===== config.mk =====
export PLATFORM = sky130hd
export DESIGN_NAME = dlfb_mac
export DESIGN_NICKNAME = d
export VERILOG_FILES = /design/src/hdl/dlfb_pkg.sv /design/src/hdl/dlfb_mac.sv
export SDC_FILE = /design/constraint.sdc
export NUM_CORES = 1
export LEC_CHECK = 0
export BUFFER_PORTS_ARGS = -buffer_cell sky130_fd_sc_hd__buf_2
export CORE_UTILIZATION = 40
export CTS_CLUSTER_SIZE = 8
export DETAILED_ROUTE_END_ITERATION = 7
export PLACE_DENSITY = 0.54
export SYNTH_ARGS = -nofsm -noshare
export SYNTH_HDL_FRONTEND = slang
export SYNTH_SLANG_ARGS = --single-unit

===== constraint.sdc =====
create_clock -name clk -period 10.2 [get_ports clk]
set_input_delay 0 -clock clk [delete_from_list [all_inputs] [get_ports clk]]
set_output_delay 0 -clock clk [all_outputs]
set_load 0.02 [all_outputs]

===== src/hdl/dlfb_pkg.sv =====
package dlfb_pkg;

  localparam int ACC_W = 40;   // accumulator width
  localparam int VAL_W = 16;   // Q4.12 operand width
  localparam int RES_W = 32;   // result width
  localparam int CNT_W = 7;    // loop counter, holds up to 127

  // function codes
  localparam logic [2:0] F_LDW = 3'd0;
  localparam logic [2:0] F_LDB = 3'd1;
  localparam logic [2:0] F_FWD = 3'd2;
  localparam logic [2:0] F_CLR = 3'd3;
  localparam logic [2:0] F_BWD = 3'd4;
  localparam logic [2:0] F_RWG = 3'd5;
  localparam logic [2:0] F_RBG = 3'd6;

  // result kinds
  localparam logic [1:0] K_LOGIT = 2'd0;
  localparam logic [1:0] K_IGRAD = 2'd1;
  localparam logic [1:0] K_WGRAD = 2'd2;
  localparam logic [1:0] K_BGRAD = 2'd3;

  typedef struct packed {
    logic [2:0]              func;
    logic [3:0]              token;
    logic [4:0]              row;
    logic [5:0]              col;
    logic signed [VAL_W-1:0] value;
    logic                    last;
  } in_item_t;

  typedef struct packed {
    logic [1:0]              kind;
    logic [3:0]              out_token;
    logic [5:0]              index;
    logic signed [RES_W-1:0] result_value;
    logic                    last_result;
  } out_item_t;

  // control that travels with one multiply-accumulate
  typedef struct packed {
    logic             valid;
    logic [CNT_W-1:0] tag;
  } mac_ctl_t;

  // 40-bit add that clips at the rails
  function automatic logic signed [ACC_W-1:0] sat_add40(
    input logic signed [ACC_W-1:0] a,
    input logic signed [ACC_W-1:0] b
  );
    logic signed [ACC_W:0] s;
    s = {a[ACC_W-1], a} + {b[ACC_W-1], b};
    if (s[ACC_W] != s[ACC_W-1]) begin
      return s[ACC_W] ? {1'b1, {(ACC_W-1){1'b0}}} : {1'b0, {(ACC_W-1){1'b1}}};
    end
    return s[ACC_W-1:0];
  endfunction

  // Q.24 to Q.12, rounding toward minus infinity
  function automatic logic signed [ACC_W-13:0] floor_q12(
    input logic signed [ACC_W-1:0] v
  );
    return $signed(v[ACC_W-1:12]);
  endfunction

  // clip to 32 bits
  function automatic logic signed [RES_W-1:0] sat32(input logic signed [RES_W+8:0] v);
    if (v > 41'sh0_7FFF_FFFF) return 32'sh7FFF_FFFF;
    if (v < -41'sh0_8000_0000) return 32'sh8000_0000;
    return v[RES_W-1:0];
  endfunction

endpackage


===== src/hdl/dlfb_mac.sv =====
module dlfb_mac import dlfb_pkg::*; (
  input  logic                    clk,
  input  logic                    rst,
  input  mac_ctl_t                in_ctl,
  input  logic signed [VAL_W-1:0] x,
  input  logic signed [VAL_W-1:0] y,
  input  logic signed [ACC_W-1:0] acc,
  output mac_ctl_t                out_ctl,
  output logic signed [ACC_W-1:0] sum
);

  logic signed [2*VAL_W-1:0] prod;
  logic signed [ACC_W-1:0]   acc_q;

  // product and old accumulator registered together
  always_ff @(posedge clk) begin
    if (rst) begin
      out_ctl.valid <= 1'b0;
    end else begin
      out_ctl.valid <= in_ctl.valid;
    end
    out_ctl.tag <= in_ctl.tag;
    prod        <= x * y;
    acc_q       <= acc;
  end

  // saturating accumulate, written back by the caller
  assign sum = sat_add40(acc_q, ACC_W'(prod));

endmodule


==> out/results.ini, run 1 <==
[floorplanning]
die_x_um = 189
std_cell_rows = 68
io-pin-count = 130
die-area_sq_mm = 0.0356
dieHeight_um = 189
core_area_sq_mm = 0.0345
initial_core_util_pct = 40.5

[cells_and_area]
diodes = 0
num-fill-cells = 3481
nets = 2103
final_cell_area_sq_mm = 0.0157
drive_gt1_share_pct = 11.7
fin_cells = 2096
regArea_sq_mm = 0.00160
mostFrequentLayoutCell = inv_1
synthToLayoutAreaGrowth_pct = 12.6
layout_common_cells = 285 x inv_1, 263 x fa_1, 151 x nand2_1
multi_input_area_sq_mm = 0.0110

[synth]
synth-edff-count = 0
synth_area_leaders = fa_1 38%, dfxtp_1 11%, ha_1 11%
synth-async-reset-ratio_pct = 0
yosys.area.top_type = fa_1
synth_flop_cell = dfxtp_1
synth_top_area_share_pct = 37.8
syn_nets = 1960
yosysSeqAreaShare_pct = 11.5
synth_warnings = 0
synthesis.area_sq_mm = 0.0139
ys_ff_latch = 80
synth_cell_types = 69
synth_area_per_cell_sq_um = 9.34
postSynthCellCount = 1493

[placement]
place_congestion = 0.922
dpl_cell_area_sq_mm = 0.0149
io_buffers = 129
place_hpwl_um = 27700
dp.cells = 2031

[detailed_routing]
first_iter_violations = 468
drc = 0
wl_um = 33600
dr.pass1.iters = 7
vias = 10600
drtAntennaViolNets = 0
routed_via_density = 5.04
wl_per_cell_um = 16.0

[timing]
finalCriticalPeriod_ns = 5.65
finalCritPeriodShare_pct = 55.4
tns_ns = 0
drv_slew = 0
worst_pin_slew_ns = 1.10
fmax_mhz = 177
hold_violations = 0
max_slew_margin_pct = 26.6
whs_ns = 0.105
grt_setup_unrepaired = false
setup_viol = 0

[cts]
root_buffer = clkbuf_16
clkTransAtPathRegs_ns = 0.06
cts_setup_buffers = 0
cts_resized = 0
clock_tree.buffer_depth = 2
cts_buffers = 9
htree_levels = 3
tritoncts = yes
cts_sinks = 80

[run]
max_cap_violations = 0

[hold_path]
hold_path_class = in2reg

[worst_setup_path]
cp_max_fo = 16
worstSetupStartpointType = input port
criticalPathCategory = in2reg
cp.required_ns = 10.41
arrival_ns = 5.86
crit_path_end_kind = flop

[global_route]
grt_max_degree = 37
grt_first_pass_wirelength_um = 57200
antenna_found_initial = 0
overflow = 0
grt_use_total_pct = 20.3
grt_pass1_vias = 11700

[outcome]
status = finished clean

synth_stat cells (all sizes together) (2+ instances only):
cell type,n
inv,285
fa,263
nand2,152
and2,129
ha,122
a21oi,96
dfxtp,80
nor2,45
xnor2,45
clkbuf,36
o21ai,36
a21o,34
xor2,26
nand2b,12
o21bai,12
buf,10
nor3,10
nor2b,9
a211oi,8
nand4,8
o211ai,8
o21a,7
a31oi,5
nand3,5
and3,4
o31ai,4
or2,4
a21boi,3
a31o,3
maj3,3
o41ai,3
a2111oi,2
a311oi,2
a41oi,2
and4,2
nand3b,2
flip-flops by register name (all words and copies together), names as in the netlist:
name     flops
out_ctl      8
acc_q       40
prod        32
kinds of logic (layout without fill, tap and decap cells):
logic type,after synthesis,after routing,share of synthesized area [%]
adder cells (fa/ha/maj),388,388,48.9
AND/OR/NAND/NOR,387,387,14.0
buffers and inverters,331,479,9.52
AO/OA/AOI/OAI,236,236,11.6
flip-flops,80,80,11.5
XOR/XNOR,71,71,4.46
through the flow:
step	utilization [%]	setup slack (ns)
after floorplan	-	4.71
after global placement	43.2	4.25
after detailed placement	43.2	4.20
after CTS	45.5	4.54
after global routing	45.5	4.19
final	45.5	4.55
worst paths after layout:
path | start | to | depth (start not counted)
worst max-delay path | y[1] | prod[31] | 20
worst min-delay path | y[0] | prod[0] | 2
area by class of cell:
class,instances,area share [%]
multi-input combinational,1082,70.2
sequential,80,10.2
timing repair buffer,178,7.24
inverter,285,6.82
tap,455,3.63
clock buffer,9,1.43
clock inverter,7,0.502
per-layer routing:
layer  GRT usage (%)  vias to the layer above  routed length, um
met4            6.92                        0               1160
li1                -                     4935                  -
met1            23.8                     5322              13400
met2            38.1                      233              17800
met5               0                        -                  0
met3            2.16                       70               1150
timing repair:
action                     4_1_cts  5_1_grt
hold buffers                    49        0
setup endpoints to repair        0        0
hold endpoints to repair        48        0
worst max-delay path, cell delays in order:
cell	delay [ns]
buf_2	0.28
nand2_1	0.15
inv_1	0.14
fa_1	0.55
fa_1	0.89
fa_1	0.53
fa_1	0.50
fa_1	0.48
inv_1	0.05
fa_1	0.47
inv_1	0.04
ha_1	0.33
and3_1	0.24
nand3_1	0.09
a211oi_1	0.40
o2111ai_1	0.20
nand3_1	0.14
a31o_2	0.16
a21oi_1	0.07
xnor2_1	0.12
Power of run 1 is left out: the tool's default activity adds up to more than one toggle a clock period on the data nets, which glitch-free logic cannot reach.
==> run 2: changes to the inputs <==
==> constraint.sdc (replaced) <==
create_clock -name clk -period 5.65 [get_ports clk]
set_input_delay 0 -clock clk [delete_from_list [all_inputs] [get_ports clk]]
set_output_delay 0 -clock clk [all_outputs]
set_load 0.02 [all_outputs]
==> run 2 against run 1 <==
Design area up 3.3%. Setup slack worse by 4.2 ns. Critical path depth up 3. Critical endpoint unchanged. Global-route usage down 0.14 points. Die area unchanged.
==> out/results.ini, run 2 (synthesis gave the netlist of run 1 again) <==
[cells_and_area]
diodes = 0  ; unchanged
largest_reg_flops = 40  ; unchanged
synthToLayoutAreaGrowth_pct = 16.3
top_regs = acc_q (40), prod (32), out_ctl (8)
layout_common_cells = 285 x inv_1, 262 x fa_1, 151 x nand2_1
mostFrequentLayoutCell = inv_1
nets = 2165  ; +2.9%
num-fill-cells = 3399  ; -2.4%
largest_register = acc_q
fin_cells = 2158  ; +3.0%
drive_gt1_share_pct = 15.2  ; +3.5 points

[floorplanning]
dieHeight_um = 189  ; unchanged
std_cell_rows = 68  ; unchanged
io-pin-count = 130  ; unchanged
die_x_um = 189  ; unchanged
initial_core_util_pct = 40.5  ; unchanged
die-area_sq_mm = 0.0356  ; unchanged
core_area_sq_mm = 0.0345  ; unchanged

[detailed_routing]
vias = 10700  ; +1.7%
drc = 0  ; unchanged
routed_via_density = 4.98  ; -1.2%
dr.pass1.iters = 5  ; -2
wl_um = 33300  ; -0.80%
wl_per_cell_um = 15.4  ; -3.6%
drtAntennaViolNets = 0  ; unchanged
first_iter_violations = 374  ; -20%

[global_route]
grt_use_total_pct = 20.2  ; -0.14 points
grt_max_degree = 37  ; unchanged
grt_first_pass_wirelength_um = 57700  ; +0.86%
overflow = 0  ; unchanged
antenna_found_initial = 0  ; unchanged
grt_pass1_vias = 12000  ; +2.5%

[worst_setup_path]
cp.required_ns = 5.91  ; -4.50 ns
cp_max_fo = 10  ; -6
worstSetupStartpointType = input port
criticalPathCategory = in2reg
arrival_ns = 5.58  ; -0.28 ns
crit_path_end_kind = flop

[cts]
clkTransAtPathRegs_ns = 0.06  ; about the same
clock_tree.buffer_depth = 2  ; unchanged
root_buffer = clkbuf_16
tritoncts = yes
cts_setup_buffers = 0  ; unchanged
htree_levels = 3  ; unchanged
cts_buffers = 9  ; unchanged
cts_sinks = 80  ; unchanged

[placement]
place_hpwl_um = 28600  ; +3.3%
dp.cells = 2093  ; +3.1%
dp_slack_ns = -0.0994  ; -4.30 ns
place_congestion = 0.882  ; -4.4%
io_buffers = 129  ; unchanged

[timing]
fmax_mhz = 188
worst_pin_slew_ns = 1.07  ; -0.0274 ns
finalCritPeriodShare_pct = 94.2
setup_viol = 0  ; unchanged
max_slew_margin_pct = 28.5  ; +1.8 points
grt_setup_unrepaired = false
setup_ws_ns = 0.328  ; -4.23 ns
drv_slew = 0  ; unchanged
finalCriticalPeriod_ns = 5.32
hold_violations = 0  ; unchanged

[outcome]
status = finished clean

[hold_path]
hold_path_class = in2reg

[run]
max_cap_violations = 0  ; unchanged

==> run 2: repair_timing <==
action | 4_1_cts | 5_1_grt
endpoints found under the hold margin | 48 | 0
setup endpoints to repair | 0 | 4
resized for setup | 0 | 6
hold buffers | 49 | 0
==> run 2: metrics by stage <==
step	hold slack [ns]	setup TNS [ns]	util [%]	cell area (sq um)
5_1_grt	0.105	0	47.0	16200
2_1_floorplan	0.0277	0	-	13900
3_5_place_dp	0.104	-0.187	44.7	15400
4_1_cts	0.0861	0	47.0	16200
3_3_place_gp	0.103	-0.0699	44.7	15400
6_report	0.0819	0	47.0	16200
==> run 2: metal layers <==
layer / up-vias / wire [um] / global-route usage (%) / share of wire, %
li1: 5070 / - / - / -
met1: 5396 / 13800 / 24.6 / 42
met2: 220 / 17600 / 37.7 / 53
met3: 56 / 988 / 1.75 / 3.0
met4: 0 / 887 / 5.55 / 2.7
met5: - / 0 / 0 / 0
==> run 2: worst max-delay path, cell delays in order <==
cell,delay [ns]
buf_2,0.17
and2_1,0.20
fa_1,0.52
inv_1,0.05
fa_1,0.48
fa_1,0.53
inv_1,0.06
fa_1,0.49
fa_1,0.50
inv_1,0.06
fa_1,0.47
inv_1,0.04
ha_1,0.30
a21oi_1,0.13
o21ai_1,0.12
nor3_2,0.26
a211oi_1,0.14
buf_4,0.18
o2111ai_2,0.21
nand3_1,0.13
a31o_2,0.25
a21oi_1,0.17
xnor2_1,0.14
==> run 2: worst paths after layout <==
kind / from / end / cells past startpoint / slack (ns)
setup / recovery: y[4] / prod[31] / 23 / 0.33
hold / removal: y[0] / prod[0] / 2 / 0.08
==> run 2: area by class of cell <==
cell class | count | area (sq um) | share of cell area [%]
Multi-Input combinational cell | 1082 | 11000 | 68.1
Clock inverter | 7 | 80.1 | 0.494
Timing Repair Buffer | 240 | 1630 | 10.0
Sequential cell | 80 | 1600 | 9.88
Inverter | 285 | 1070 | 6.60
Tap cell | 455 | 569 | 3.51
Clock buffer | 9 | 225 | 1.39
Power of run 2 is left out for the same reason.
==> run 3: changes to the inputs <==
--- a/config.mk
+++ b/config.mk
@@ -6,10 +6,13 @@
 export NUM_CORES = 1
 export LEC_CHECK = 0
 export BUFFER_PORTS_ARGS = -buffer_cell sky130_fd_sc_hd__buf_2
+export CELL_PAD_IN_SITES_DETAIL_PLACEMENT = 1
+export CELL_PAD_IN_SITES_GLOBAL_PLACEMENT = 1
+export CORE_ASPECT_RATIO = 0.7
 export CORE_UTILIZATION = 40
 export CTS_CLUSTER_SIZE = 8
 export DETAILED_ROUTE_END_ITERATION = 7
-export PLACE_DENSITY = 0.54
+export PLACE_DENSITY = 0.68
 export SYNTH_ARGS = -nofsm -noshare
 export SYNTH_HDL_FRONTEND = slang
 export SYNTH_SLANG_ARGS = --single-unit
==> run 3 against run 2 <==
Wire length up 13%. Utilization up 0.91 points. Sequential share of layout area about the same. Largest cell class unchanged. Highest routed layer unchanged.
==> out/results.ini, run 3 (synthesis gave the netlist of run 1 again) <==
[outcome]
status = finished clean

[worst_setup_path]
critical-path-top-delay-family = adder cells
path_cells = buf_2, and2_1, fa_1, inv_1, fa_1, fa_1, inv_1, fa_1, fa_1, inv_1, fa_1, inv_1, ha_1, a21oi_1, o21ai_1, nor3_2, a211oi_1, buf_4, o2111ai_2, nand3_1, a31o_2, a21oi_1, xnor2_1
path_buf_inv = 6  ; unchanged
cpMostUsedCell = fa_1
cp.required_ns = 5.93  ; +0.02 ns
cp_slowest_stage_delay_ns = 0.55  ; +0.02 ns
cpMaxStageDelayCell = fa_1
crit_path_end_kind = flop
worstSetupStartpointType = input port
criticalPathCategory = in2reg
cp_max_fo = 10  ; unchanged
arrival_ns = 5.66  ; +0.08 ns

[detailed_routing]
first_iter_violations = 363  ; -2.9%
drc = 0  ; unchanged
wl_per_cell_um = 17.2  ; +12%
routed_via_density = 4.95  ; -0.60%
vias = 10800  ; +0.093%
dr.pass1.iters = 5  ; unchanged
wl_um = 37500  ; +13%
drtAntennaViolNets = 0  ; unchanged

[hold_path]
hold_path_class = in2reg
holdCritStartpoint = y[0]
hold_path_end = prod[0]
hold_path_depth = 2  ; unchanged

[cts]
htree_levels = 3  ; unchanged
cts_sinks = 80  ; unchanged
clock_tree.buffer_depth = 2  ; unchanged
tritoncts = yes
root_buffer = clkbuf_16
clkTransAtPathRegs_ns = 0.06  ; about the same
cts_buffers = 9  ; unchanged

[global_route]
antenna_found_initial = 1  ; +1
grt_first_pass_wirelength_um = 63300  ; +9.6%
grt_max_degree = 36  ; -2.7%
grt_pass1_vias = 12300  ; +3.1%
grt_use_total_pct = 22.8  ; +2.6 points
overflow = 0  ; unchanged

[cells_and_area]
final_cell_area_sq_mm = 0.0163  ; +0.32%
num-fill-cells = 4018  ; +18%
synthToLayoutAreaGrowth_pct = 16.6
mostFrequentLayoutCell = inv_1
top_regs = acc_q (40), prod (32), out_ctl (8)
layout_common_cells = 285 x inv_1, 262 x fa_1, 151 x nand2_1
largest_reg_flops = 40  ; unchanged
largest_register = acc_q
nets = 2172  ; +0.32%
drive_gt1_share_pct = 15.5  ; +0.25 points

[floorplanning]
core_area_sq_mm = 0.0339  ; -1.6%
std_cell_rows = 56  ; -18%
dieHeight_um = 158  ; -16%
die-area_sq_mm = 0.0356  ; about the same
die_x_um = 225  ; +19%
io-pin-count = 130  ; unchanged
initial_core_util_pct = 41.1  ; +0.65 points

[run]
max_cap_violations = 0  ; unchanged

[placement]
dpl_cell_area_sq_mm = 0.0154  ; +0.25%
place_hpwl_um = 32100  ; +12%
io_buffers = 129  ; unchanged
dp_slack_ns = -0.197  ; -0.0980 ns
place_congestion = 0.851  ; -3.4%

[timing]
worst_pin_slew_ns = 0.721  ; -0.350 ns
finalCritPeriodShare_pct = 95.2  ; +1.0 points
max_slew_margin_pct = 51.8  ; +23 points
setup_viol = 0  ; unchanged
finalCriticalPeriod_ns = 5.38  ; +0.0577 ns
whs_ns = 0.103  ; +0.0207 ns
fmax_mhz = 186  ; -1.1%
setup_ws_ns = 0.270  ; -0.0577 ns
tns_ns = 0  ; unchanged
drv_slew = 0  ; unchanged
hold_violations = 0  ; unchanged

[run 3: cell count changes in the layout (fill, tap and decap cells not counted), moves of 2 or more]
cell,before,now
buf_12,2,0
buf_4,60,69
clkinv_4,2,0
inv_6,2,0
[run 3: worst max path at each step]
stage	slack, ns	startpoint	end	cells past startpoint
after floorplan	0.16	x[15]	prod[31]	20
after global placement	-0.08	x[7]	prod[31]	24
after detailed placement	-0.20	x[7]	prod[31]	24
after CTS	0.15	x[7]	prod[31]	24
after global routing	-0.002	y[4]	prod[31]	23
final	0.27	x[8]	prod[31]	23
[run 3: area by class of cell]
type                            instances  area (sq um)  share of cell area (%)
Sequential cell                        80          1600                    9.85
Antenna cell                            1          2.50                  0.0154
Clock inverter                          3          67.6                   0.415
Clock buffer                           11           243                    1.49
Inverter                              285          1070                    6.58
Tap cell                              464           581                    3.57
Timing Repair Buffer                  247          1660                    10.2
Multi-Input combinational cell       1082         11000                    67.9
[run 3: layer usage]
layer | up-vias | wire (um) | global-route usage (%)
met5 | - | 0 | 0
met4 | 0 | 451 | 4.11
met3 | 42 | 820 | 2.64
met2 | 104 | 18700 | 39.9
met1 | 5523 | 17500 | 30.7
li1 | 5083 | - | -
[run 3: repair_timing]
action,4_1_cts,5_1_grt
setup endpoints to repair,0,2
hold buffers,49,0
resized for setup,0,8
buffers inserted,0,0
hold endpoints to repair,48,0
[run 3: through the flow]
stage               std cells  utilization (%)
finish                   2173             48.0
detailed placement       2109             45.5
global route             2173             48.0
CTS                      2172             47.9
global placement         2109             45.5
floorplan                1493                -
Power of run 3 is left out for the same reason.
